[src/design/sobel_gradient_stream_top_macros.svh]
// Assertion helpers for the Sobel gradient stream block.
// Each macro expects clk_i and rst_ni in scope.
`ifndef SOBEL_GRADIENT_STREAM_TOP_MACROS_SVH
`define SOBEL_GRADIENT_STREAM_TOP_MACROS_SVH

// Same-cycle implication, disabled during reset
`define SGS_ASSERT_IMP(name, ante, cons) \
  name: assert property (@(posedge clk_i) disable iff (!rst_ni) (ante) |-> (cons)) \
    else $error("sgs check failed");

// Next-cycle implication, disabled during reset
`define SGS_ASSERT_NEXT(name, ante, cons) \
  name: assert property (@(posedge clk_i) disable iff (!rst_ni) (ante) |=> (cons)) \
    else $error("sgs check failed");

`endif

[src/design/sgs_pkg.sv]
`timescale 1ns / 1ps
package sgs_pkg;

  // Sizes and field widths
  localparam int unsigned DEF_MAX_WIDTH = 4096;
  localparam int unsigned MAX_HEIGHT    = 4096;
  localparam int unsigned PIXEL_W       = 8;
  localparam int unsigned CFG_W         = 13;
  localparam int unsigned CFG_IDX_W     = 1;
  localparam int unsigned HGT_W         = 13;
  localparam int unsigned ROW_W         = 12;
  localparam int unsigned GRAD_W        = 11;
  localparam int unsigned MAG_W         = 11;
  localparam int unsigned RAD_W         = 2 * MAG_W;
  localparam int unsigned FIFO_DEPTH    = 4;

  // Register reset values and size limits
  localparam int unsigned MIN_SIZE     = 3;
  localparam int unsigned RESET_WIDTH  = 640;
  localparam int unsigned RESET_HEIGHT = 480;

  // Configuration register indexes
  typedef enum logic [CFG_IDX_W-1:0] {
    REG_IMAGE_WIDTH  = 1'b0,
    REG_IMAGE_HEIGHT = 1'b1
  } cfg_reg_e;

  // Gradient pair handed from the window stage to the magnitude unit
  typedef struct packed {
    logic signed [GRAD_W-1:0] grad_x;
    logic signed [GRAD_W-1:0] grad_y;
    logic                     frame_last;
  } grad_t;

endpackage

[src/design/sgs_back.sv]
`timescale 1ns / 1ps
module sgs_back (
  input  logic                               clk_i,
  input  logic                               rst_ni,
  input  logic                               empty_i,
  output logic                               pop_o,
  input  sgs_pkg::grad_t                     data_i,
  output logic                               out_valid_o,
  input  logic                               out_stall_i,
  output logic signed [sgs_pkg::GRAD_W-1:0]  grad_x_o,
  output logic signed [sgs_pkg::GRAD_W-1:0]  grad_y_o,
  output logic [sgs_pkg::MAG_W-1:0]          magnitude_o,
  output logic                               frame_last_o
);

  localparam int unsigned MW     = sgs_pkg::MAG_W;
  localparam int unsigned RW     = sgs_pkg::RAD_W;
  localparam int unsigned GW     = sgs_pkg::GRAD_W;
  localparam int unsigned REM_W  = MW + 3;
  localparam int unsigned STEP_W = $clog2(MW);

  typedef enum logic [2:0] {
    ST_IDLE,
    ST_SQUARE,
    ST_SUM,
    ST_ROOT,
    ST_DONE
  } state_e;

  state_e                   state_q;
  logic signed [GW-1:0]     gx_q, gy_q;
  logic                     last_q;
  logic [RW-1:0]            sqx_q, sqy_q, rad_q;
  logic [REM_W-1:0]         rem_q;
  logic [MW-1:0]            root_q;
  logic [STEP_W-1:0]        step_q;
  logic                     out_valid_q;
  logic signed [GW-1:0]     out_gx_q, out_gy_q;
  logic [MW-1:0]            out_mag_q;
  logic                     out_last_q;

  logic signed [2*GW-1:0]   gx_wide, gy_wide;
  logic [RW-1:0]            sqx_d, sqy_d;
  logic [REM_W-1:0]         rem_sh, trial;
  logic                     fits;

  assign pop_o = (state_q == ST_IDLE) && !empty_i;

  // Square both gradients
  always_comb begin
    gx_wide = (2*GW)'(gx_q);
    gy_wide = (2*GW)'(gy_q);
    sqx_d   = RW'(gx_wide * gx_wide);
    sqy_d   = RW'(gy_wide * gy_wide);
  end

  // One digit of the square root: bring down two bits, try the next root bit
  always_comb begin
    rem_sh = {rem_q[REM_W-3:0], rad_q[RW-1 -: 2]};
    trial  = {1'b0, root_q, 2'b01};
    fits   = (rem_sh >= trial);
  end

  // Sequence pop, square, sum and root steps; hold the result word
  always_ff @(posedge clk_i or negedge rst_ni) begin
    if (!rst_ni) begin
      state_q     <= ST_IDLE;
      gx_q        <= '0;
      gy_q        <= '0;
      last_q      <= 1'b0;
      sqx_q       <= '0;
      sqy_q       <= '0;
      rad_q       <= '0;
      rem_q       <= '0;
      root_q      <= '0;
      step_q      <= '0;
      out_valid_q <= 1'b0;
      out_gx_q    <= '0;
      out_gy_q    <= '0;
      out_mag_q   <= '0;
      out_last_q  <= 1'b0;
    end else begin
      // Drop the taken word unless the next one loads in its place
      if (out_valid_q && !out_stall_i && (state_q != ST_DONE)) begin
        out_valid_q <= 1'b0;
      end
      case (state_q)
        ST_IDLE: begin
          if (!empty_i) begin
            gx_q    <= data_i.grad_x;
            gy_q    <= data_i.grad_y;
            last_q  <= data_i.frame_last;
            state_q <= ST_SQUARE;
          end
        end
        ST_SQUARE: begin
          sqx_q   <= sqx_d;
          sqy_q   <= sqy_d;
          state_q <= ST_SUM;
        end
        ST_SUM: begin
          rad_q   <= sqx_q + sqy_q;
          rem_q   <= '0;
          root_q  <= '0;
          step_q  <= '0;
          state_q <= ST_ROOT;
        end
        ST_ROOT: begin
          rad_q  <= {rad_q[RW-3:0], 2'b00};
          rem_q  <= fits ? (rem_sh - trial) : rem_sh;
          root_q <= {root_q[MW-2:0], fits};
          step_q <= step_q + STEP_W'(1);
          if (step_q == STEP_W'(MW - 1)) begin
            state_q <= ST_DONE;
          end
        end
        ST_DONE: begin
          if (!out_valid_q || !out_stall_i) begin
            out_valid_q <= 1'b1;
            out_gx_q    <= gx_q;
            out_gy_q    <= gy_q;
            out_mag_q   <= root_q;
            out_last_q  <= last_q;
            state_q     <= ST_IDLE;
          end
        end
        default: state_q <= ST_IDLE;
      endcase
    end
  end

  assign out_valid_o  = out_valid_q;
  assign grad_x_o     = out_gx_q;
  assign grad_y_o     = out_gy_q;
  assign magnitude_o  = out_mag_q;
  assign frame_last_o = out_last_q;

endmodule

[config.mk]
export PLATFORM = sky130hd
export DESIGN_NAME = sgs_back
export DESIGN_NICKNAME = d
export VERILOG_FILES = /design/src/design/sobel_gradient_stream_top_macros.svh /design/src/design/sgs_pkg.sv /design/src/design/sgs_back.sv
export SDC_FILE = /design/constraint.sdc
export NUM_CORES = 1
export LEC_CHECK = 0
export ABC_AREA = 1
export BUFFER_PORTS_ARGS = -buffer_cell sky130_fd_sc_hd__buf_2
export CORE_MARGIN = 2
export CORE_UTILIZATION = 40
export CTS_BUF_LIST = sky130_fd_sc_hd__clkbuf_4
export CTS_CLUSTER_DIAMETER = 100
export DETAILED_ROUTE_END_ITERATION = 10
export HOLD_SLACK_MARGIN = 0.05
export MAX_ROUTING_LAYER = met4
export PLACE_DENSITY = 0.58
export REMOVE_ABC_BUFFERS = 1
export SETUP_SLACK_MARGIN = 0.02
export SYNTH_ARGS = -nofsm -noshare
export SYNTH_HDL_FRONTEND = slang
export SYNTH_SLANG_ARGS = --single-unit
[constraint.sdc]
create_clock -name clk_i -period 9.5 [get_ports clk_i]
set_clock_uncertainty 0.1 [all_clocks]
set_input_delay 0.475 -clock clk_i [delete_from_list [all_inputs] [get_ports clk_i]]
set_output_delay 0.475 -clock clk_i [all_outputs]
set_load 0.02 [all_outputs]
### Word-level counts from Yosys, hierarchy flattened

Cells that the tools add are included.

* bits in registers: 154
* input port bits: 27
* output and inout port bits: 36
* logic and storage cells: 55

* add/sub/neg operators: 3
* multipliers: 2
* order comparisons: 1
* eq/ne operators: 9
* mux-type cells: 12
* bitwise gates (word level): 1
* reductions and logical operators: 12

Operator list (number)
* $mul 11x11->22: 2
* $pmux 22 s2: 1
* $pmux 12 s2: 1
* $add 22x22->22: 1
* $pmux 11 s2: 1
* $pmux 3 s5: 1
* $ge 14x13->1: 1
* $mux 12: 1
* $sub 12x12->12: 1
* $mux 3: 3
* $pmux 4 s2: 1
* $eq 3x2->1 const B: 2
* $ne 2x2->1 const B: 3
* $add 4x1->4 const B: 1
* $eq 4x4->1 const B: 1
* $reduce_and 2->1: 2
* $eq 3x1->1 const B: 1
* $eq 3x3->1 const B: 1
* $logic_and 1x1->1: 3
* $logic_not 1->1: 3
* $logic_not 3->1: 1
* $mux 1: 3
* $ne 3x3->1 const B: 1
* $reduce_and 3->1: 1
* 3 further kinds: 3

### Longest topological paths before layout

Gate-level depths: netlist of the first run.

* depth after elaboration: 6
* gate-level depth with buffers: 26
* depth with buffers taken out: 25

### Least setup slack after synthesis of the first run

No wires, ideal clock.

* path type: register to register
* start: reg gx_q[10]
* end: reg sqx_q[21]
* library setup time: 0.117 ns
* data arrival time: 4.788 ns
* required time: 9.283 ns
* setup slack: 4.495 ns
* cell stages (with the launch flop): 20
* buffers on the path: 2
* period minus slack after synthesis: 5.005 ns
* cell sequence: dfrtp_1 clkbuf_1 clkbuf_1 nand2_1 fa_1 inv_1 fa_1 inv_1 fa_1 fa_1 fa_1 inv_1 ha_1 nand3_1 nor2_1 nand3_1 nand3_1 nand3_1 nand3_1 nand2_1

* cells in the longest elaborated chain, start to end: 1

Ends and longest elaborated chain
* start: declaration: line sgs_back.sv:31 `logic signed [GW-1:0] gx_q, gy_q;`
* start signal: assignment: line sgs_back.sv:90 `gx_q <= data_i.grad_x;`
* $mul 11x11->22: line sgs_back.sv:53 `sqx_d = RW'(gx_wide * gx_wide);`
* end signal: assignment: line sgs_back.sv:97 `sqx_q <= sqx_d;`
* end: declaration: line sgs_back.sv:33 `logic [RW-1:0] sqx_q, sqy_q, rad_q;`

No other way between the ends.
A chain may end at the register's enable or synchronous reset.

### Final worst setup path of the first run

* start: reg gy_q[10]
* end: reg sqy_q[21]

* cells in the longest elaborated chain, start to end: 1

Ends and longest elaborated chain
* start: declaration: line sgs_back.sv:31
* start signal: assignment: line sgs_back.sv:91 `gy_q <= data_i.grad_y;`
* $mul 11x11->22: line sgs_back.sv:54 `sqy_d = RW'(gy_wide * gy_wide);`
* end signal: assignment: line sgs_back.sv:98 `sqy_q <= sqy_d;`
* end: declaration: line sgs_back.sv:33

No other way between the ends.

==> summary.md, run 1 <==
| Metric | Value |
|---|---|
| Post-DP HPWL | `30500 um` |
| Critical Path Sink Type | `register` |
| DRC errors left | `0` |
| Die Wd | `208 um` |
| 1st-iter DRT viols | `724` |
| CTS H-tree lvls | `4` |
| Top Ports | `63` |
| Root Driver | `clkbuf_4` |
| Max Transition Viols Final | `0` |
| Setup CP Type | `register to register` |
| Critical path peak fanout | `17` |
| Syn-to-layout area delta | `7.95%` |
| FMAX | `about 0.18 GHz` |
| Die area | `between 40000 and 50000 sq um` |
| Slew headroom | `0.393` |
| M1 wire length | `17900 um` |
| Worst Setup Start Kind | `register` |
| Highest Signal Layer | `met4` |
| Starting Density | `0.406` |
| Die H | `just over 200 um` |
| Syn Area/Cell | `approximately 7.9 sq um` |
| Port bufs | `62` |
| Largest net degree at the start of global routing | `93` |
| Slowest stage delay, CP | `0.73 ns` |
| Setup Buffers After CTS | `0` |
| TritonCTS clock tree | `yes` |
| HP Class | `input pin to async pin` |
| Outcome | `complete, no violations` |
| Met3 wire len | `1210 um` |
| Endpoints failing setup | `0` |
| Grt ovf | `0` |
| Tightest Pin Transition | `0.910 ns` |
| Most repeated library cell on the critical path | `fa_1` |
| Share of cells above drive strength 1 | `0.0599` |
| Met2 routed WL | `18300 um` |
| Sequential area share after synthesis | `0.229` |
| DR WL/cell | `around 14 um` |
| Total Routing Usage GR | `0.195` |
| Mapped Cells | `2116` |
| Final Hold Vio Count | `0` |
| Worst-path clk slew | `between 0.15 and 0.2 ns` |
| Data required time of the worst path | `about 10 ns` |
| Syn. warnings | `0` |
| Row cnt | `74` |
| Synth Flop Type | `dfrtp_1` |
| Final min period | `5.45 ns` |
| Vias | `13200` |
| WP data arrival | `5.97 ns` |
| Worst-path cell chain | `nand2_1, fa_1, inv_1, fa_1, fa_1, fa_1, fa_1, ha_1, nand2_1, nor2_1, inv_1, nor3_1, nand3_1, nand3_1, nand2_1, nand3_1, nand2_1` |
| Inserted Clock Buffers | `17` |
| Capture point of the worst reg-to-reg path | `sqy_q[21]` |
| Async S/R FF share, synth | `1.00` |
| Pre-antenna DRT Iters | `9` |
| Critical-path cell with the highest stage delay | `dfrtp_1` |
| Post-CTS Resized | `0` |
| Initial antenna violation count | `2` |
| Synthesized area | `16600 sq um` |
| Most frequent cells in the layout | `nand2_1, inv_1, fa_1` |
| Setup_tns | `0 ns` |
| RSZ-0062 raised after global routing | `no` |
| Antenna-violating nets left | `0` |
| Post-synth EDFFs | `0` |
| #FFs+latches synth | `152` |
| Library cells used by synthesis | `45` |
| CTS Sinks | `152` |
| First-pass GRT wire length | `66000 um` |
| Detailed-route wire length | `38200 um` |
| Max Buffers Root-to-Sink | `2` |
| Total core area | `around 40000 sq um` |
| Register-to-Register Path Depth | `17` |
| Max-Cap Viols | `0` |
| Worst skew pair latency | `about 0.74 ns` |
| Flop-to-flop setup slack | `4.05 ns` |
| Fin crit share | `0.573` |
| Global placer's final weighted congestion | `0.884` |
| Vias in the first global route | `13600` |
| Vias per std cell | `4.85` |
| Nets@finish | `2529` |
| Most common cell after layout, fill and taps aside | `nand2_1` |
| Worst r2r src | `gy_q[10]` |
-- cell families (layout without fill, tap and decap cells) --
family / after synthesis / after routing / share of synthesized area
AO/OA/AOI/OAI: 234 / 234 / 0.0780
adder cells (fa/ha/maj): 329 / 329 / 0.341
other: 0 / 2 / 0
buffers and inverters: 520 / 590 / 0.119
AND/OR/NAND/NOR: 844 / 844 / 0.214
flip-flops: 152 / 152 / 0.229
XOR/XNOR: 37 / 37 / 0.0195
-- registers in the layout, indices dropped and copies added (netlist names) --
signal,count
rad_q,22
sqx_q,21
sqy_q,21
rem_q,12
grad_x_o,11
grad_y_o,11
gx_q,11
gy_q,11
magnitude_o,11
root_q,11
step_q,4
state_q,3
frame_last_o,1
last_q,1
out_valid_o,1
-- final cells by class --
cell class | count | area, sq um
fill | 4184 | 23000
multi-input combinational | 1444 | 10800
sequential | 152 | 3800
inverter | 464 | 1740
tap | 532 | 666
timing repair buffer | 94 | 622
clock inverter | 15 | 131
clock buffer | 17 | 128
antenna | 2 | 5.00
-- how the worst max path moves through the flow --
stage | endpoint | start | depth (start not counted) | slack, ns
after floorplan | sqx_q[21] | gx_q[10] | 17 | 4.74
after global placement | sqy_q[21] | gy_q[10] | 18 | 4.15
after detailed placement | sqy_q[21] | gy_q[10] | 17 | 4.10
after CTS | sqy_q[21] | gy_q[10] | 17 | 4.05
after global routing | sqy_q[21] | gy_q[10] | 18 | 3.63
final | sqy_q[21] | gy_q[10] | 17 | 4.05
-- Yosys cell counts, drive strengths merged (2+ instances only) --
master | number | area share
a21o | 5 | 0.0023
a21oi | 75 | 0.023
a22o | 2 | 0.0011
a31oi | 2 | 0.00075
buf | 17 | 0.0056
clkbuf | 39 | 0.0088
dfrtp | 152 | 0.23
fa | 206 | 0.25
ha | 123 | 0.093
inv | 464 | 0.10
nand2 | 580 | 0.13
nand3 | 105 | 0.035
nand3b | 17 | 0.0077
nand4 | 16 | 0.0060
nor2 | 107 | 0.025
nor3 | 8 | 0.0038
nor4 | 4 | 0.0015
o211ai | 5 | 0.0023
o21a | 2 | 0.00090
o21ai | 115 | 0.036
o21bai | 9 | 0.0041
o221ai | 2 | 0.0011
o22ai | 15 | 0.0056
or2 | 4 | 0.0015
xnor2 | 17 | 0.0090
xor2 | 20 | 0.011
-- repair_timing --
action / in CTS / in global routing
setup endpoints to repair: 0 / 0
hold endpoints to repair: 117 / 0
hold buffers: 26 / 0
-- stage by stage --
stage	utilization	std cells	area, sq um	hold WS (ns)	worst slack (ns)
after floorplan	-	2060	16400	0.0794	4.74
after global placement	0.425	2660	17400	0.356	4.15
after detailed placement	0.425	2660	17400	0.361	4.10
after CTS	0.438	2718	17900	0.225	4.05
after global routing	0.438	2720	17900	0.304	3.63
final	0.438	2720	17900	0.287	4.05
-- per-layer routing --
metal	GRT usage	vias up
met4	0.0707	0
met2	0.314	188
li1	-	6568
met5	-	-
met1	0.248	6374
met3	0.0316	52
-- critical path, delay by kind of cell (launching register included) --
kind,cells,cell delay (ns)
and+or+nand+nor,9,1.26
buffers and inverters,2,0.20
DFF,1,0.73
adders and majority gates,6,3.05
Power of run 1 is not shown: default switching activity piles up to over one toggle a cycle in this logic, so the estimate is an artifact.
==> inputs of run 2 (changes only) <==
PLACE_DENSITY = 0.6   (was 0.58)
clock period = 4.6 ns   (was 9.5 ns; I/O delays follow)
==> run 2 against run 1 <==
The run now ends with setup timing left. Sequential share of layout area is 3.0 points lower. Count of clock-buffer cells in the layout stayed put. Maximum frequency is 16% higher. Critical path type unchanged.
==> summary.md, run 2 (same netlist as run 1, synthesis figures left out) <==
| Metric | Value |
|---|---|
| Flop-to-flop setup slack | `-0.08 ns` |
| Worst Setup Start Kind | `register` |
| Row cnt | `74` |
| Worst-path cell chain | `buf_6, clkinvlp_4, nor2_2, inv_1, fa_1, xnor2_2, xor2_1, fa_1, fa_1, inv_1, fa_1, inv_2, ha_4, nand2_4, nor2_4, inv_1, nor3_2, nand3_1, nand3_2, inv_1, nand2_1, nand3_1, nand2_1` |
| Hold path cells | `4` |
| Most frequent cells in the layout | `nand2_1, inv_1, fa_1` |
| TritonCTS clock tree | `yes` |
| Total Routing Usage GR | `0.209` |
| Multi-input gate area | `between 10000 and 15000 sq um` |
| DR WL/cell | `14.1 um` |
| Critical path peak fanout | `6` |
| Largest reg by FF count | `rad_q` |
| Share of cells above drive strength 1 | `0.221` |
| Largest register FFs | `22` |
| Vias per std cell | `4.79` |
| Data required time of the worst path | `5.22 ns` |
| Initial antenna violation count | `2` |
| Hold path endpoint | `gy_q[3]` |
| Setup CP Type | `register to register` |
| Endpoints failing setup | `7` |
| Tightest Pin Transition | `0.903 ns` |
| Total core area | `around 40000 sq um` |
| DRC errors left | `0` |
| Max Transition Viols Final | `0` |
| WP data arrival | `roughly 5.3 ns` |
| Post-DP HPWL | `32300 um` |
| Pre-antenna DRT Iters | `6` |
| Global placer's final weighted congestion | `0.873` |
| HP Class | `input pin to register` |
| PnR worst setup slack | `-0.0762 ns` |
| Inserted Clock Buffers | `17` |
| Vias in the first global route | `14600` |
| Setup_tns | `-0.318 ns` |
| Antenna-violating nets left | `0` |
| Critical Path Sink Type | `register` |
| 1st-iter DRT viols | `641` |
| Worst r2r src | `gy_q[10]` |
| Final Hold Vio Count | `0` |
| Syn-to-layout area delta | `26.6%` |
| Register area | `about 3800 sq um` |
| Worst skew pair latency | `0.78 ns` |
| Most common cell after layout, fill and taps aside | `nand2_1` |
| Sum of buffers and inverters on the critical path | `7` |
| CTS H-tree lvls | `4` |
| Regs by FF count | `rad_q: 22 flops, sqx_q: 21 flops, sqy_q: 21 flops` |
| Final min period | `about 4.7 ns` |
| Die Wd | `208 um` |
| Critical-path cell with the highest stage delay | `fa_1` |
| First-pass GRT wire length | `71100 um` |
| FMAX | `0.214 GHz` |
| Register-to-Register Path Depth | `23` |
| Root Driver | `clkbuf_4` |
| Detailed-route wire length | `between 40000 and 50000 um` |
| CTS Sinks | `152` |
| Die H | `between 200 and 250 um` |
| Slew headroom | `0.398` |
| Crit path launch | `gy_q[10]` |
| Max-Cap Viols | `0` |
| Die area | `43200 sq um` |
| Nets@finish | `about 2800` |
| Outcome | `finished, violations left` |
| Capture point of the worst reg-to-reg path | `sqy_q[21]` |
| Slowest stage delay, CP | `0.54 ns` |
| Starting Density | `0.406` |
| Fill count | `3958` |
| Port bufs | `62` |
| Max Buffers Root-to-Sink | `2` |
| Crit path max-delay family | `adder cells` |
| Largest net degree at the start of global routing | `90` |
| Worst-path clk slew | `0.17 ns` |
| RSZ-0062 raised after global routing | `yes` |
| Vias | `14200` |
| Violations in the final reports | `setup timing` |
| Top Ports | `63` |
| Fin crit share | `1.02` |
| Hold_sp | `data_i[4]` |
| Grt ovf | `0` |
## run 2: cell types whose count changed in the layout (fill, tap and decap cells not counted), moves of 28 or more
cell	before	now
buf_4	6	172
nand2_1	574	525
dlygate4sd3_1	26	69
nand2_2	5	36
inv_1	461	431
a21oi_1	74	45
ha_1	123	95
ha_4	0	28
inv_2	3	31
## run 2: worst max path at each step
| stage | to | depth (start not counted) |
|---|---|---|
| floorplan | sqx_q[21] | 17 |
| global placement | sqx_q[21] | 16 |
| detailed placement | sqy_q[21] | 17 |
| CTS | sqy_q[21] | 18 |
| global route | sqx_q[21] | 20 |
| finish | sqy_q[21] | 23 |
## run 2: final cells by class
cell class              count  share of cell area
well taps                 532              0.0317
diodes                      5            0.000595
clock buffers              17             0.00607
clock inverters            15             0.00845
inverters                 464              0.0831
flip-flops and latches    152               0.182
repair buffers            329               0.125
multi-input cells        1444               0.563
## run 2: worst min-delay path: stages
cell and delay [ns]:
dlygate4sd3_1 0.52, buf_2 0.09, nand2_1 0.04, o21ai_0 0.11
## run 2: what timing repair did
action                                 4_1_cts  5_1_grt
cloned                                       0        0
pin swaps                                   43       72
buffers inserted                            17       11
endpoints found under the hold margin      121        0
resized for setup                          125      164
hold buffers                                70        0
setup endpoints to repair                   22       25
## run 2: through the flow
| step | util | area (sq um) | instances | hold slack [ns] | worst slack, ns |
|---|---|---|---|---|---|
| floorplan | - | 16400 | 2060 | -0.166 | -0.158 |
| global placement | 0.455 | 18600 | 2823 | 0.288 | -0.213 |
| detailed placement | 0.455 | 18600 | 2823 | 0.282 | -0.251 |
| CTS | 0.497 | 20300 | 2942 | 0.0650 | -0.0882 |
| global route | 0.514 | 21000 | 2957 | 0.125 | -0.254 |
| finish | 0.514 | 21000 | 2958 | 0.146 | -0.0762 |
## run 2: metal layers
layer / up-vias / track usage / routed length [um]
met5: - / - / 0
met4: 0 / 0.0624 / 697
met3: 37 / 0.0293 / 1130
met2: 136 / 0.342 / 20600
met1: 6931 / 0.271 / 19200
li1: 7061 / - / -
Power of run 2 is left out for the same reason.
