**src/design/sobel_gradient_stream_top_macros.svh**
```systemverilog
// Assertion helpers for the Sobel gradient stream block.
// Each macro expects clk_i and rst_ni in scope.
`ifndef SOBEL_GRADIENT_STREAM_TOP_MACROS_SVH
`define SOBEL_GRADIENT_STREAM_TOP_MACROS_SVH

// Same-cycle implication, disabled during reset
`define SGS_ASSERT_IMP(name, ante, cons) \
  name: assert property (@(posedge clk_i) disable iff (!rst_ni) (ante) |-> (cons)) \
    else $error("sgs check failed");

// Next-cycle implication, disabled during reset
`define SGS_ASSERT_NEXT(name, ante, cons) \
  name: assert property (@(posedge clk_i) disable iff (!rst_ni) (ante) |=> (cons)) \
    else $error("sgs check failed");

`endif

```
**src/design/sgs_pkg.sv**
```systemverilog
`timescale 1ns / 1ps
package sgs_pkg;

  // Sizes and field widths
  localparam int unsigned DEF_MAX_WIDTH = 4096;
  localparam int unsigned MAX_HEIGHT    = 4096;
  localparam int unsigned PIXEL_W       = 8;
  localparam int unsigned CFG_W         = 13;
  localparam int unsigned CFG_IDX_W     = 1;
  localparam int unsigned HGT_W         = 13;
  localparam int unsigned ROW_W         = 12;
  localparam int unsigned GRAD_W        = 11;
  localparam int unsigned MAG_W         = 11;
  localparam int unsigned RAD_W         = 2 * MAG_W;
  localparam int unsigned FIFO_DEPTH    = 4;

  // Register reset values and size limits
  localparam int unsigned MIN_SIZE     = 3;
  localparam int unsigned RESET_WIDTH  = 640;
  localparam int unsigned RESET_HEIGHT = 480;

  // Configuration register indexes
  typedef enum logic [CFG_IDX_W-1:0] {
    REG_IMAGE_WIDTH  = 1'b0,
    REG_IMAGE_HEIGHT = 1'b1
  } cfg_reg_e;

  // Gradient pair handed from the window stage to the magnitude unit
  typedef struct packed {
    logic signed [GRAD_W-1:0] grad_x;
    logic signed [GRAD_W-1:0] grad_y;
    logic                     frame_last;
  } grad_t;

endpackage

```
**src/design/sgs_fifo.sv**
```systemverilog
`timescale 1ns / 1ps
module sgs_fifo #(
  parameter int unsigned DEPTH = sgs_pkg::FIFO_DEPTH
) (
  input  logic           clk_i,
  input  logic           rst_ni,
  input  logic           push_i,
  input  sgs_pkg::grad_t data_i,
  output logic           full_o,
  input  logic           pop_i,
  output logic           empty_o,
  output sgs_pkg::grad_t data_o
);

  localparam int unsigned AW = $clog2(DEPTH);
  localparam int unsigned CW = $clog2(DEPTH + 1);

  sgs_pkg::grad_t mem_q [DEPTH];
  logic [AW-1:0]  wr_ptr_q, rd_ptr_q;
  logic [CW-1:0]  count_q;
  logic           do_push, do_pop;

  assign full_o  = (count_q == CW'(DEPTH));
  assign empty_o = (count_q == '0);
  assign do_push = push_i && !full_o;
  assign do_pop  = pop_i && !empty_o;
  assign data_o  = mem_q[rd_ptr_q];

  // Store pushed words
  always_ff @(posedge clk_i) begin
    if (do_push) begin
      mem_q[wr_ptr_q] <= data_i;
    end
  end

  // Advance pointers and fill count
  always_ff @(posedge clk_i or negedge rst_ni) begin
    if (!rst_ni) begin
      wr_ptr_q <= '0;
      rd_ptr_q <= '0;
      count_q  <= '0;
    end else begin
      if (do_push) begin
        wr_ptr_q <= (wr_ptr_q == AW'(DEPTH - 1)) ? '0 : wr_ptr_q + AW'(1);
      end
      if (do_pop) begin
        rd_ptr_q <= (rd_ptr_q == AW'(DEPTH - 1)) ? '0 : rd_ptr_q + AW'(1);
      end
      if (do_push && !do_pop) begin
        count_q <= count_q + CW'(1);
      end else if (do_pop && !do_push) begin
        count_q <= count_q - CW'(1);
      end
    end
  end

endmodule

```
**config.mk**
```make
export PLATFORM = sky130hd
export DESIGN_NAME = sgs_fifo
export DESIGN_NICKNAME = d
export VERILOG_FILES = /design/src/design/sobel_gradient_stream_top_macros.svh /design/src/design/sgs_pkg.sv /design/src/design/sgs_fifo.sv
export SDC_FILE = /design/constraint.sdc
export NUM_CORES = 1
export LEC_CHECK = 0
export BUFFER_PORTS_ARGS = -buffer_cell sky130_fd_sc_hd__buf_2
export CORE_MARGIN = 4
export CORE_UTILIZATION = 45
export DETAILED_ROUTE_END_ITERATION = 10
export SLEW_MARGIN = 20
export SYNTH_ARGS = -nofsm -noshare
export SYNTH_HDL_FRONTEND = slang
export SYNTH_SLANG_ARGS = --single-unit
```
**constraint.sdc**
```tcl
create_clock -name clk_i -period 3.2 [get_ports clk_i]
set_input_delay 0.48 -clock clk_i [delete_from_list [all_inputs] [get_ports clk_i]]
set_output_delay 0.48 -clock clk_i [all_outputs]
set_load 0.01 [all_outputs]
```
### Yosys cells after proc, flatten, opt, wreduce, memory -nomap -nowiden

Memory sizes are Yosys's and may differ from the RTL's.
Cells that the tools add are included.

* register bits after elaboration: 7
* bits in writable memories: 92
* input bits: 27
* memories: 1
* output and inout bits: 25
* logic and storage cells: 27

Memories
* mem_q: words 4, bits a word 23, read ports 1, clocked after Yosys merged registers in 0, wr ports 1, RTL line sgs_fifo.sv:18 `sgs_pkg::grad_t mem_q [DEPTH];`

* reductions and logical operators: 10
* muxes and demuxes: 6
* add/subtract/negate cells: 4
* equality and inequality tests: 3

Operator list (count)
* 2-to-1 mux 3 bit: 2
* adder 2 x 1 -> 2 bit, second input constant: 2
* equality test 2 bit, second input constant: 2
* logical AND 1 bit: 4
* zero test 1 bit: 4
* 2-to-1 mux 2 bit: 2
* adder 3 x 1 -> 3 bit, second input constant: 1
* equality test 3 bit, second input constant: 1
* zero test 3 bit: 1
* subtractor 3 x 1 -> 3 bit, second input constant: 1
* 2-to-1 mux 1 bit: 2
* nonzero test 2 bit: 1

### Longest topological paths before layout

Gate-level depths: netlist of the first run.

* depth after elaboration: 7
* depth in mapped cells: 9
* mapped depth without buffers: 8

### Least setup slack after synthesis of the first run

Ideal clock, no wire load.

* path type: reg2reg
* start point: register count_q[0]
* end point: register count_q[1]
* cell stages (with the launch flop): 8
* data required time: 3.075 ns
* buffers on the path: 1
* setup time: 0.125 ns
* slack: 1.201 ns
* period minus slack after synthesis: 1.999 ns
* data arrival time: 1.874 ns
* cell sequence: dfrtp_1 nor3b_2 nor2b_1 buf_2 ha_1 inv_1 fa_1 mux2_2

* cells in the longest elaborated chain, start to end: 6
* elaborated cells on any way between the ends: 15
* those cells by class: add/sub (2); eq/ne (1); mux (2); reduce/logical (10)

RTL lines
* start, declared: RTL line sgs_fifo.sv:20 `logic [CW-1:0] count_q;`
* start signal, assigned: RTL line sgs_fifo.sv:50 `count_q <= count_q + CW'(1);`
* start signal, assigned: RTL line sgs_fifo.sv:52 `count_q <= count_q - CW'(1);`
* equality test 3 bit (*): RTL line sgs_fifo.sv:23 `assign full_o = (count_q == CW'(DEPTH));`
* net full_o: RTL line sgs_fifo.sv:9 `output logic full_o,`
* zero test 1 bit (*): RTL line sgs_fifo.sv:25 `assign do_push = push_i && !full_o;`
* logical AND 1 bit (*): RTL line sgs_fifo.sv:25
* net do_push: RTL line sgs_fifo.sv:21 `logic do_push, do_pop;`
* zero test 1 bit: RTL line sgs_fifo.sv:51 `end else if (do_pop && !do_push) begin`
* logical AND 1 bit: RTL line sgs_fifo.sv:51
* nonzero test 2 bit (no source line)

The timed path passes the listed nets; every way through them passes the cells marked *. The select of a mux whose other input is x is not followed.
A chain may end at the register's enable or synchronous reset.

==> results of run 1 <==
## stage by stage
step           instances  area, um^2  util (%)  setup WS (ps)  hold WS (ps)
2_1_floorplan        158        3760         -           1200           184
3_3_place_gp         312        4150      50.7            992           324
3_5_place_dp         312        4150      50.7            883           331
4_1_cts              329        4340      53.1            600           319
5_1_grt              329        4340      53.1            488           312
6_report             329        4340      53.1            661           333
## routing by layer
layer	vias to the layer above	global-route usage, %	share of wire [%]
met3	9	3.37	5.5
li1	767	-	-
met1	874	17.1	40
met5	-	0	0
met2	45	23.3	52
met4	0	5.99	1.8
## kinds of logic (layout without fill, tap and decap cells)
| kind of cell | Yosys count | after routing | synth area share [%] |
|---|---|---|---|
| flip-flops | 99 | 99 | 78.1 |
| multiplexers | 27 | 27 | 15.2 |
| AND/OR/NAND/NOR | 10 | 10 | 1.63 |
| buffers and inverters | 10 | 76 | 1.33 |
| adder cells (fa/ha/maj) | 7 | 7 | 2.53 |
| XOR/XNOR | 3 | 3 | 0.699 |
| AO/OA/AOI/OAI | 2 | 2 | 0.532 |
## power groups by stage
stage / registers, mW / logic [mW] / clock network [mW]
after CTS: 1.93 / 1.16 / 0.747
after detailed placement: 1.96 / 1.16 / 0
after global placement: 1.93 / 1.12 / 0
after global routing: 1.96 / 1.23 / 0.824
after floorplan: 1.82 / 0.855 / 0
final: 1.92 / 1.13 / 0.732
## timing repair
action | in CTS | in global routing
buffers inserted | 0 | 0
endpoints found under the hold margin | 7 | 0
hold buffers | 1 | 0
## critical path, cell delays in order (launching register included)
cell and delay [ps]:
dfrtp_2 920, mux4_2 620, buf_2 160
## how the worst min path moves through the flow
stage	from	to	slack (ps)	depth (start not counted)
final	data_i[13]	mem_q[0][13]$_DFFE_PP_	330	1
after global placement	rst_ni	count_q[0]$_DFFE_PN0P_	320	1
after detailed placement	rst_ni	count_q[1]$_DFFE_PN0P_	330	1
after CTS	data_i[19]	mem_q[3][19]$_DFFE_PP_	320	1
after global routing	data_i[19]	mem_q[3][19]$_DFFE_PP_	310	1
after floorplan	rst_ni	count_q[0]$_DFFE_PN0P_	180	0
## synthesized netlist by cell type
master	count	area, um^2
xnor2_1	1	8.76
mux2_2	2	22.5
nor2_1	2	7.51
nor3_1	2	10.0
and2_1	4	25.0
clkbuf_1	1	3.75
buf_2	4	20.0
dfrtp_1	7	175
o31ai_2	1	12.5
xor2_1	2	17.5
mux2_4	2	30.0
buf_4	2	15.0
fa_1	1	20.0
mux4_2	23	518
ha_1	6	75.1
nor2b_1	1	6.26
a21o_1	1	7.51
nor3b_2	1	12.5
inv_1	3	11.3
edfxtp_1	92	2760
## cell type report
type                            count  area share [%]
Sequential cell                    99            67.7
Multi-Input combinational cell     49            17.8
Timing Repair Buffer               57            6.97
Tap cell                          105            3.03
Clock buffer                        9            2.85
Clock inverter                      7            1.38
Inverter                            3           0.259
## flip-flops by register name (all words and copies together), names as in the netlist
name,count
count_q,3
mem_q,92
rd_ptr_q,2
wr_ptr_q,2
==> metrics, run 1 <==
Avg Cell Area, Syn 23.8 um^2; first-pass GRT wire length 10.1 mm; crit end category primary output; crit path from rd_ptr_q[0]$_DFFE_PN0P_; measured slew at the worst slew-check pin 821 ps; vias after detailed routing around 1700; placer congestion estimate 0.670; count of different cell masters after synthesis 20; worst skew pair latency 350 ps; clock buffer count from CTS 9; period utilisation layout 79.3%; Gate power share 29.9%; Clock transition at path regs 100 ps; fill count 650; Final min period 2540 ps; fmax ~390 MHz; Min-Delay Path Class primary input to register; critical path endpoint data_o[21]; 1st-pass router iterations 4; nets@finish roughly 250; Synth Register Bits 99; core footprint 8180 um^2; Switch Pwr ~1.2 mW; setup violators final 0; FF-to-FF End count_q[2]$_DFFE_PN0P_; vias in the first global route 1906; drt wl/cell 19.1 um; status complete, no violations; largest net degree at the start of global routing 27; clock network power share 19.4%; standard-cell rows 33; vias per cell 5.15; RSZ-0062 raised after global routing false; Gate Count Post-Synth 158; DIE HEIGHT 99.4 um; Num Clock Sinks 99; most common cell after layout, fill and taps aside edfxtp_1; Final Total Pwr about 3.8 mW; initial core utilization 46.0%; area taken by flip-flops and latches 2940 um^2; initial drt markers 37; Worst Setup Start Kind register; Worst Path Max Fanout 26; Max VDD drop about 420 uV; DRC Markers 0; Crit Path Category register to primary output; switching part of the total 31.2%; Final Max Slew Viols 0; CTS tree yes; R2R cell count 8; GRT Total Usage 13.8%; power density cells between 800 and 900 nW/um^2; Syn Nets 192; total gr overflow 0; max_slew headroom 45.3%; clk buf depth 2; Final ANT Viol Nets 0; total negative slack 0 ps; Die X slightly below 100 um; LEAKAGE 1.52 nW; total length of routed wires 6.29 mm; io pins 52; synthesized area ~3800 um^2; Required @ worst endpoint 2720 ps; layout cells sized above 1 45.5%; initial antenna violation count 0; sequential area share after synthesis approximately four fifths; cts repair resizes 0; Final Hold Fails 0; H-Tree Depth 3; R2R setup slack 890 ps; Die ar. 9880 um^2; clock root buffer clkbuf_8; CP arrival 2060 ps; register share of total power 50.7%; multi-input logic area 773 um^2; max-cap violation count 0; Syn. warnings 0; RR Startpoint count_q[2]$_DFFE_PN0P_; skew final 5.05 ps; n_diodes 0; Layout area overhead 15.4%; post-detailed-placement half-perimeter wirelength 4.30 mm; most frequent cells in the layout 92 x edfxtp_1, 51 x buf_2, 23 x mux4_2; internal power 2.60 mW; PortBufs just over 50
Note: power is estimated with default switching activity, not from simulation.
==> inputs of run 2 (changes only) <==
==> constraint.sdc (replaced) <==
create_clock -name clk_i -period 2.5 [get_ports clk_i]
set_input_delay 0.375 -clock clk_i [delete_from_list [all_inputs] [get_ports clk_i]]
set_output_delay 0.375 -clock clk_i [all_outputs]
set_load 0.01 [all_outputs]
==> run 2 against run 1 <==
Against the previous run: design area increased by 1.1%; highest routed layer unchanged; die area unchanged; largest power group unchanged; core utilization increased by 0.58 points.
==> metrics, run 2 (same netlist as run 1, synthesis figures left out) <==
status complete, no violations (unchanged); initial core utilization 46.0% (unchanged); total negative slack 0 ps (unchanged); placed insts 318 (was 312); power density cells 1100 nW/um^2 (was 870 nW/um^2); DIE HEIGHT 99.4 um (unchanged); FF-to-FF End count_q[2]$_DFFE_PN0P_ (unchanged); vias per cell 5.13 (was 5.15); core footprint 8180 um^2 (unchanged); setup violators final 0 (unchanged); vias in the first global route 1943 (was 1906); Hold Path Depth 1 (unchanged); RR Startpoint count_q[0]$_DFFE_PN0P_ (was count_q[2]$_DFFE_PN0P_); layout cells sized above 1 46.7% (was 45.5%); Final ANT Viol Nets 0 (unchanged); Num Clock Sinks 99 (unchanged); nets@finish 259 (was 253); Largest Register mem_q (unchanged); io pins 52 (unchanged); Die X 99.4 um (unchanged); fin util 53.7% (was 53.1%); clock root buffer clkbuf_8 (unchanged); GRT Total Usage 13.7% (was 13.8%); fill count 642 (was 650); standard-cell rows 33 (unchanged); hold slack 232 ps (was 333 ps); vias after detailed routing 1712 (was 1695); max_slew headroom 58.9% (was 45.3%); max-cap violation count 0 (unchanged); CP arrival 1930 ps (was 2060 ps); most frequent cells in the layout 92 x edfxtp_1, 51 x buf_2, 23 x mux4_2 (unchanged); Min-Delay Path Class primary input to register (unchanged); clk buf depth 2 (unchanged); placer congestion estimate 0.768 (was 0.670); n_diodes 0 (unchanged); Worst Path Max Fanout 13 (was 26); fmax between 400 and 500 MHz; initial drt markers 26 (was 37); Crit path largest cell delay 740 ps (was 920 ps); largest net degree at the start of global routing 20 (was 27); Final Max Slew Viols 0 (unchanged); Crit Path Category register to primary output (unchanged); Layout area overhead 16.7% (was 15.4%); HP Start data_i[10] (was data_i[13]); most common cell after layout, fill and taps aside edfxtp_1 (unchanged); Worst Setup Start Kind register (unchanged); PortBufs 51 (unchanged); drt wl/cell 18.3 um (was 19.1 um); fin cells 334 (was 329); R2R cell count 7 (was 8); period utilisation layout 92.4%; clock buffer count from CTS 9 (unchanged); crit-path cells buf_4 > mux4_2 > buf_2 (was mux4_2 > buf_2); crit end category primary output (unchanged); initial antenna violation count 0 (unchanged); Max VDD drop 490 uV (was 418 uV); post-detailed-placement half-perimeter wirelength 4.20 mm (was 4.30 mm); Clock transition at path regs 90 ps (was 100 ps); Required @ worst endpoint 2120 ps (was 2720 ps); cts repair resizes 0 (unchanged); total gr overflow 0 (unchanged); R2R setup slack 400 ps (was 890 ps); first-pass GRT wire length 10.1 mm (about the same); LEAKAGE 1.55 nW (was 1.52 nW); 1st-pass router iterations 4 (unchanged); RSZ-0062 raised after global routing false (unchanged); Die ar. 9880 um^2 (unchanged); Hold EP mem_q[2][10]$_DFFE_PP_ (was mem_q[0][13]$_DFFE_PP_); worst skew pair latency 350 ps (about the same); Final Hold Fails 0 (unchanged); largest registers mem_q x92, count_q x3 (unchanged); Final Total Pwr 4.84 mW (was 3.78 mW); DRC Markers 0 (unchanged); total length of routed wires 6.11 mm (was 6.29 mm); Largest register FFs 92 (unchanged); CTS tree yes (unchanged); H-Tree Depth 3 (unchanged); Final min period 2310 ps; measured slew at the worst slew-check pin 617 ps (was 821 ps); skew final 7.98 ps (was 5.05 ps); slowest CP cell dfrtp_1 (was dfrtp_2)
run 2: changes by cell type in the layout (fill, tap and decap cells not counted):
cell / change
buf_4: +5
inv_8: -1
clkinv_4: +2
buf_12: +1
clkinvlp_4: -1
inv_6: -1
run 2: cell type report:
type / instances / area, um^2 / area share (%)
Clock buffer: 9 / 124 / 2.82
Clock inverter: 6 / 50.0 / 1.14
Inverter: 3 / 11.3 / 0.257
Multi-Input combinational cell: 49 / 773 / 17.6
Sequential cell: 99 / 2940 / 67.0
Tap cell: 105 / 131 / 2.99
Timing Repair Buffer: 63 / 360 / 8.21
run 2: where the power goes:
| group | switching [mW] | leakage [nW] | total (mW) | internal (mW) |
|---|---|---|---|---|
| Combinational | 0.752 | 0.547 | 1.56 | 0.804 |
| Clock | 0.521 | 0.0823 | 0.887 | 0.366 |
| Sequential | 0.198 | 0.924 | 2.40 | 2.20 |
run 2: worst max path at each step:
stage / end / startpoint / slack, ps
detailed placement: count_q[2]$_DFFE_PN0P_ / count_q[0]$_DFFE_PN0P_ / 400
global placement: count_q[2]$_DFFE_PN0P_ / count_q[0]$_DFFE_PN0P_ / 550
floorplan: count_q[1]$_DFFE_PN0P_ / count_q[0]$_DFFE_PN0P_ / 500
CTS: data_o[20] / rd_ptr_q[1]$_DFFE_PN0P_ / 160
global route: data_o[4] / rd_ptr_q[1]$_DFFE_PN0P_ / 90
finish: data_o[4] / rd_ptr_q[1]$_DFFE_PN0P_ / 190
run 2: through the flow:
stage | setup WS, ps | cell area, um^2
floorplan | 501 | 3760
global placement | 554 | 4210
detailed placement | 397 | 4210
CTS | 155 | 4390
global route | 93.6 | 4390
finish | 191 | 4390
run 2: critical path: cells and delay by family (launching register included):
| kind | cells | cell delay [ps] |
|---|---|---|
| buffers and inverters | 2 | 510 |
| flip-flops | 1 | 740 |
| multiplexers | 1 | 340 |
run 2: per-layer routing:
layer	track usage (%)	wire length, um	vias up
li1	-	-	785
met1	17.4	2610	884
met2	22.2	3100	39
met3	4.91	331	4
met4	4.73	74	0
met5	0	0	-
run 2: repair_timing:
| item | in CTS | in global routing |
|---|---|---|
| setup endpoints to repair | 0 | 0 |
| hold buffers | 1 | 0 |
| buffers inserted | 0 | 0 |
| hold endpoints to repair | 7 | 0 |
==> inputs of run 3 (changes only) <==
--- a/config.mk
+++ b/config.mk
@@ -5,10 +5,11 @@
 export SDC_FILE = /design/constraint.sdc
 export NUM_CORES = 1
 export LEC_CHECK = 0
-export BUFFER_PORTS_ARGS = -buffer_cell sky130_fd_sc_hd__buf_2
 export CORE_MARGIN = 4
 export CORE_UTILIZATION = 45
 export DETAILED_ROUTE_END_ITERATION = 10
+export DONT_BUFFER_PORTS = 1
+export PLACE_DENSITY_LB_ADDON = 0.25
 export SLEW_MARGIN = 20
 export SYNTH_ARGS = -nofsm -noshare
 export SYNTH_HDL_FRONTEND = slang
==> run 3 against run 2 <==
Against the previous run: die area unchanged; critical endpoint is now count_q[2]$_DFFE_PN0P_; core utilization decreased by 3.1 points; maximum frequency increased by 9.1%; clock power increased by 13%; first-iteration DRC count increased by 100%; count of clock-buffer cells in the layout unchanged; total power decreased by 2.9%; cell count decreased by 16%; sequential cell count unchanged; clock skew decreased by 3.1 ps; combinational power decreased by 13%.
==> metrics, run 3 (same netlist as run 1, synthesis figures left out) <==
PortBufs 0 (was 51); nets@finish 205 (was 259); clk buf depth 2 (unchanged); clock network power share 21.3% (was 18.3%); total length of routed wires 5.90 mm (was 6.11 mm); Die ar. 9880 um^2 (unchanged); max_slew headroom 74.7% (was 58.9%); Final Max Slew Viols 0 (unchanged); Hold EP mem_q[1][10]$_DFFE_PP_ (was mem_q[2][10]$_DFFE_PP_); CP arrival 2390 ps (was 1930 ps); max-cap violation count 0 (unchanged); placer congestion estimate 0.661 (was 0.768); Crit Path Category register to register (was register to primary output); period utilisation layout 84.7% (was 92.4%); slowest CP cell dfrtp_1 (unchanged); Layout area overhead 10.0% (was 16.7%); DIE HEIGHT 99.4 um (unchanged); H-Tree Depth 3 (unchanged); Worst Path Max Fanout 5 (was 13); switching part of the total 30.0% (was 30.4%); R2R cell count 7 (unchanged); clock buffer count from CTS 9 (unchanged); most frequent cells in the layout 92 x edfxtp_1, 23 x mux4_2, 9 x clkbuf_8 (was 92 x edfxtp_1, 51 x buf_2, 23 x mux4_2); LEAKAGE 1.35 nW (was 1.55 nW); Largest Register mem_q (unchanged); Final Hold Fails 0 (unchanged); register share of total power 49.8% (was 49.5%); initial core utilization 46.0% (unchanged); power density cells 1140 nW/um^2 (was 1100 nW/um^2); measured slew at the worst slew-check pin 378 ps (was 617 ps); Gate power share 28.9% (was 32.2%); clock root buffer clkbuf_8 (unchanged); GRT Total Usage 12.8% (was 13.7%); initial antenna violation count 0 (unchanged); met2 WL 3.22 mm (was 3.10 mm); crit end category register (was primary output); drt wl/cell 21.0 um (was 18.3 um); Max VDD drop 748 uV (was 490 uV); worst skew pair latency 340 ps (was 350 ps); 1st-pass router iterations 4 (unchanged); status complete, no violations (unchanged); Num Clock Sinks 99 (unchanged); largest registers mem_q x92, count_q x3 (unchanged); layout cells sized above 1 30.1% (was 46.7%); post-detailed-placement half-perimeter wirelength 3.73 mm (was 4.20 mm); max layer used met4 (unchanged); met3 WL post-DR 378 um (was 331 um); total gr overflow 0 (unchanged); total negative slack 0 ps (unchanged); Clock transition at path regs 90 ps (about the same); io pins 52 (unchanged); largest net degree at the start of global routing 24 (was 20); DRC Markers 0 (unchanged); fmax 473 MHz (was 433 MHz); most common cell after layout, fill and taps aside edfxtp_1 (unchanged); Crit path largest cell delay 470 ps (was 740 ps); n_diodes 0 (unchanged); vias after detailed routing 1534 (was 1712); internal power 3.29 mW (was 3.37 mW); Worst Setup Start Kind register (unchanged); initial drt markers 52 (was 26); crit-path most repeated cell xor2_1; Die X 99.4 um (unchanged); FF-to-FF End count_q[2]$_DFFE_PN0P_ (unchanged); met1 WL 2.23 mm (was 2.61 mm); Hold Path Depth 0 (was 1); vias per cell 5.46 (was 5.13); multi-input logic area 773 um^2 (unchanged); skew final 4.86 ps (was 7.98 ps); core footprint 8180 um^2 (unchanged); Final Total Pwr 4.70 mW (was 4.84 mW); CTS tree yes (unchanged); vias in the first global route 1693 (was 1943); R2R setup slack 380 ps (was 400 ps); area taken by flip-flops and latches 2940 um^2 (unchanged); fill count 653 (was 642); Largest register FFs 92 (unchanged); Final min period 2120 ps (was 2310 ps); Final ANT Viol Nets 0 (unchanged); Required @ worst endpoint 2770 ps (was 2120 ps); RR Startpoint count_q[0]$_DFFE_PN0P_ (unchanged); Min-Delay Path Class primary input to register (unchanged); Switch Pwr 1.41 mW (was 1.47 mW); HP Start data_i[10] (unchanged); standard-cell rows 33 (unchanged); crit-path cells o31ai_2 > ha_1 > inv_1 > fa_1 > xor2_1 > nor2_1 > xor2_1 (was buf_4 > mux4_2 > buf_2); first-pass GRT wire length 9.32 mm (was 10.1 mm); RSZ-0062 raised after global routing false (unchanged); setup violators final 0 (unchanged)
-- run 3: worst max-delay path, delay by kind of cell (launching register included) --
kind | cells | cell delay (ps)
buffers and inverters | 1 | 60
DFF | 1 | 470
and+or+nand+nor | 1 | 130
adders and majority gates | 2 | 630
xor gates and xnor gates | 2 | 310
AOI/OAI and AO/OA | 1 | 430
-- run 3: power groups by stage --
stage          combinational (mW)  sequential (mW)  clock (mW)
3_3_place_gp                 1.36             2.35           0
2_1_floorplan                1.09             2.33           0
4_1_cts                      1.40             2.35        1.03
6_report                     1.36             2.34       0.999
5_1_grt                      1.48             2.38        1.11
3_5_place_dp                 1.40             2.38           0
-- run 3: what timing repair did --
item | CTS | global route
resized for setup | 0 | 0
hold buffers | 1 | 0
hold endpoints to repair | 7 | 0
setup endpoints to repair | 0 | 0
buffers inserted | 0 | 0
-- run 3: layout make-up --
class,count,share of cell area [%]
clock inverters,7,1.87
well taps,105,3.17
clock buffers,9,2.99
flip-flops and latches,99,71.0
repair buffers,9,2.00
multi-input cells,49,18.7
inverters,3,0.272
-- run 3: routing by layer --
layer	global-route usage (%)	up-vias
met2	22.7	41
met1	14.3	812
met3	4.56	7
met5	0	-
li1	-	674
met4	4.73	0
-- run 3: worst max-delay path by stage --
stage                                 from                      to  slack, ps  cells past startpoint
finish              count_q[0]$_DFFE_PN0P_  count_q[2]$_DFFE_PN0P_        380                      7
global placement    count_q[0]$_DFFE_PN0P_  count_q[2]$_DFFE_PN0P_        550                      7
detailed placement  count_q[0]$_DFFE_PN0P_  count_q[2]$_DFFE_PN0P_        360                      7
CTS                 count_q[0]$_DFFE_PN0P_  count_q[2]$_DFFE_PN0P_        360                      7
global route        count_q[0]$_DFFE_PN0P_  count_q[2]$_DFFE_PN0P_        250                      7
floorplan           count_q[0]$_DFFE_PN0P_  count_q[1]$_DFFE_PN0P_        500                      7
-- run 3: metrics by stage --
step / util [%] / instance area, um^2 / setup slack [ps] / hold WS [ps] / instances
6_report: 50.6 / 4140 / 384 / 117 / 281
5_1_grt: 50.6 / 4140 / 253 / 86.9 / 281
4_1_cts: 50.6 / 4140 / 364 / 101 / 281
3_5_place_dp: 48.0 / 3930 / 361 / 79.7 / 264
3_3_place_gp: 48.0 / 3930 / 552 / 79.7 / 264
2_1_floorplan: - / 3760 / 501 / 79.4 / 158
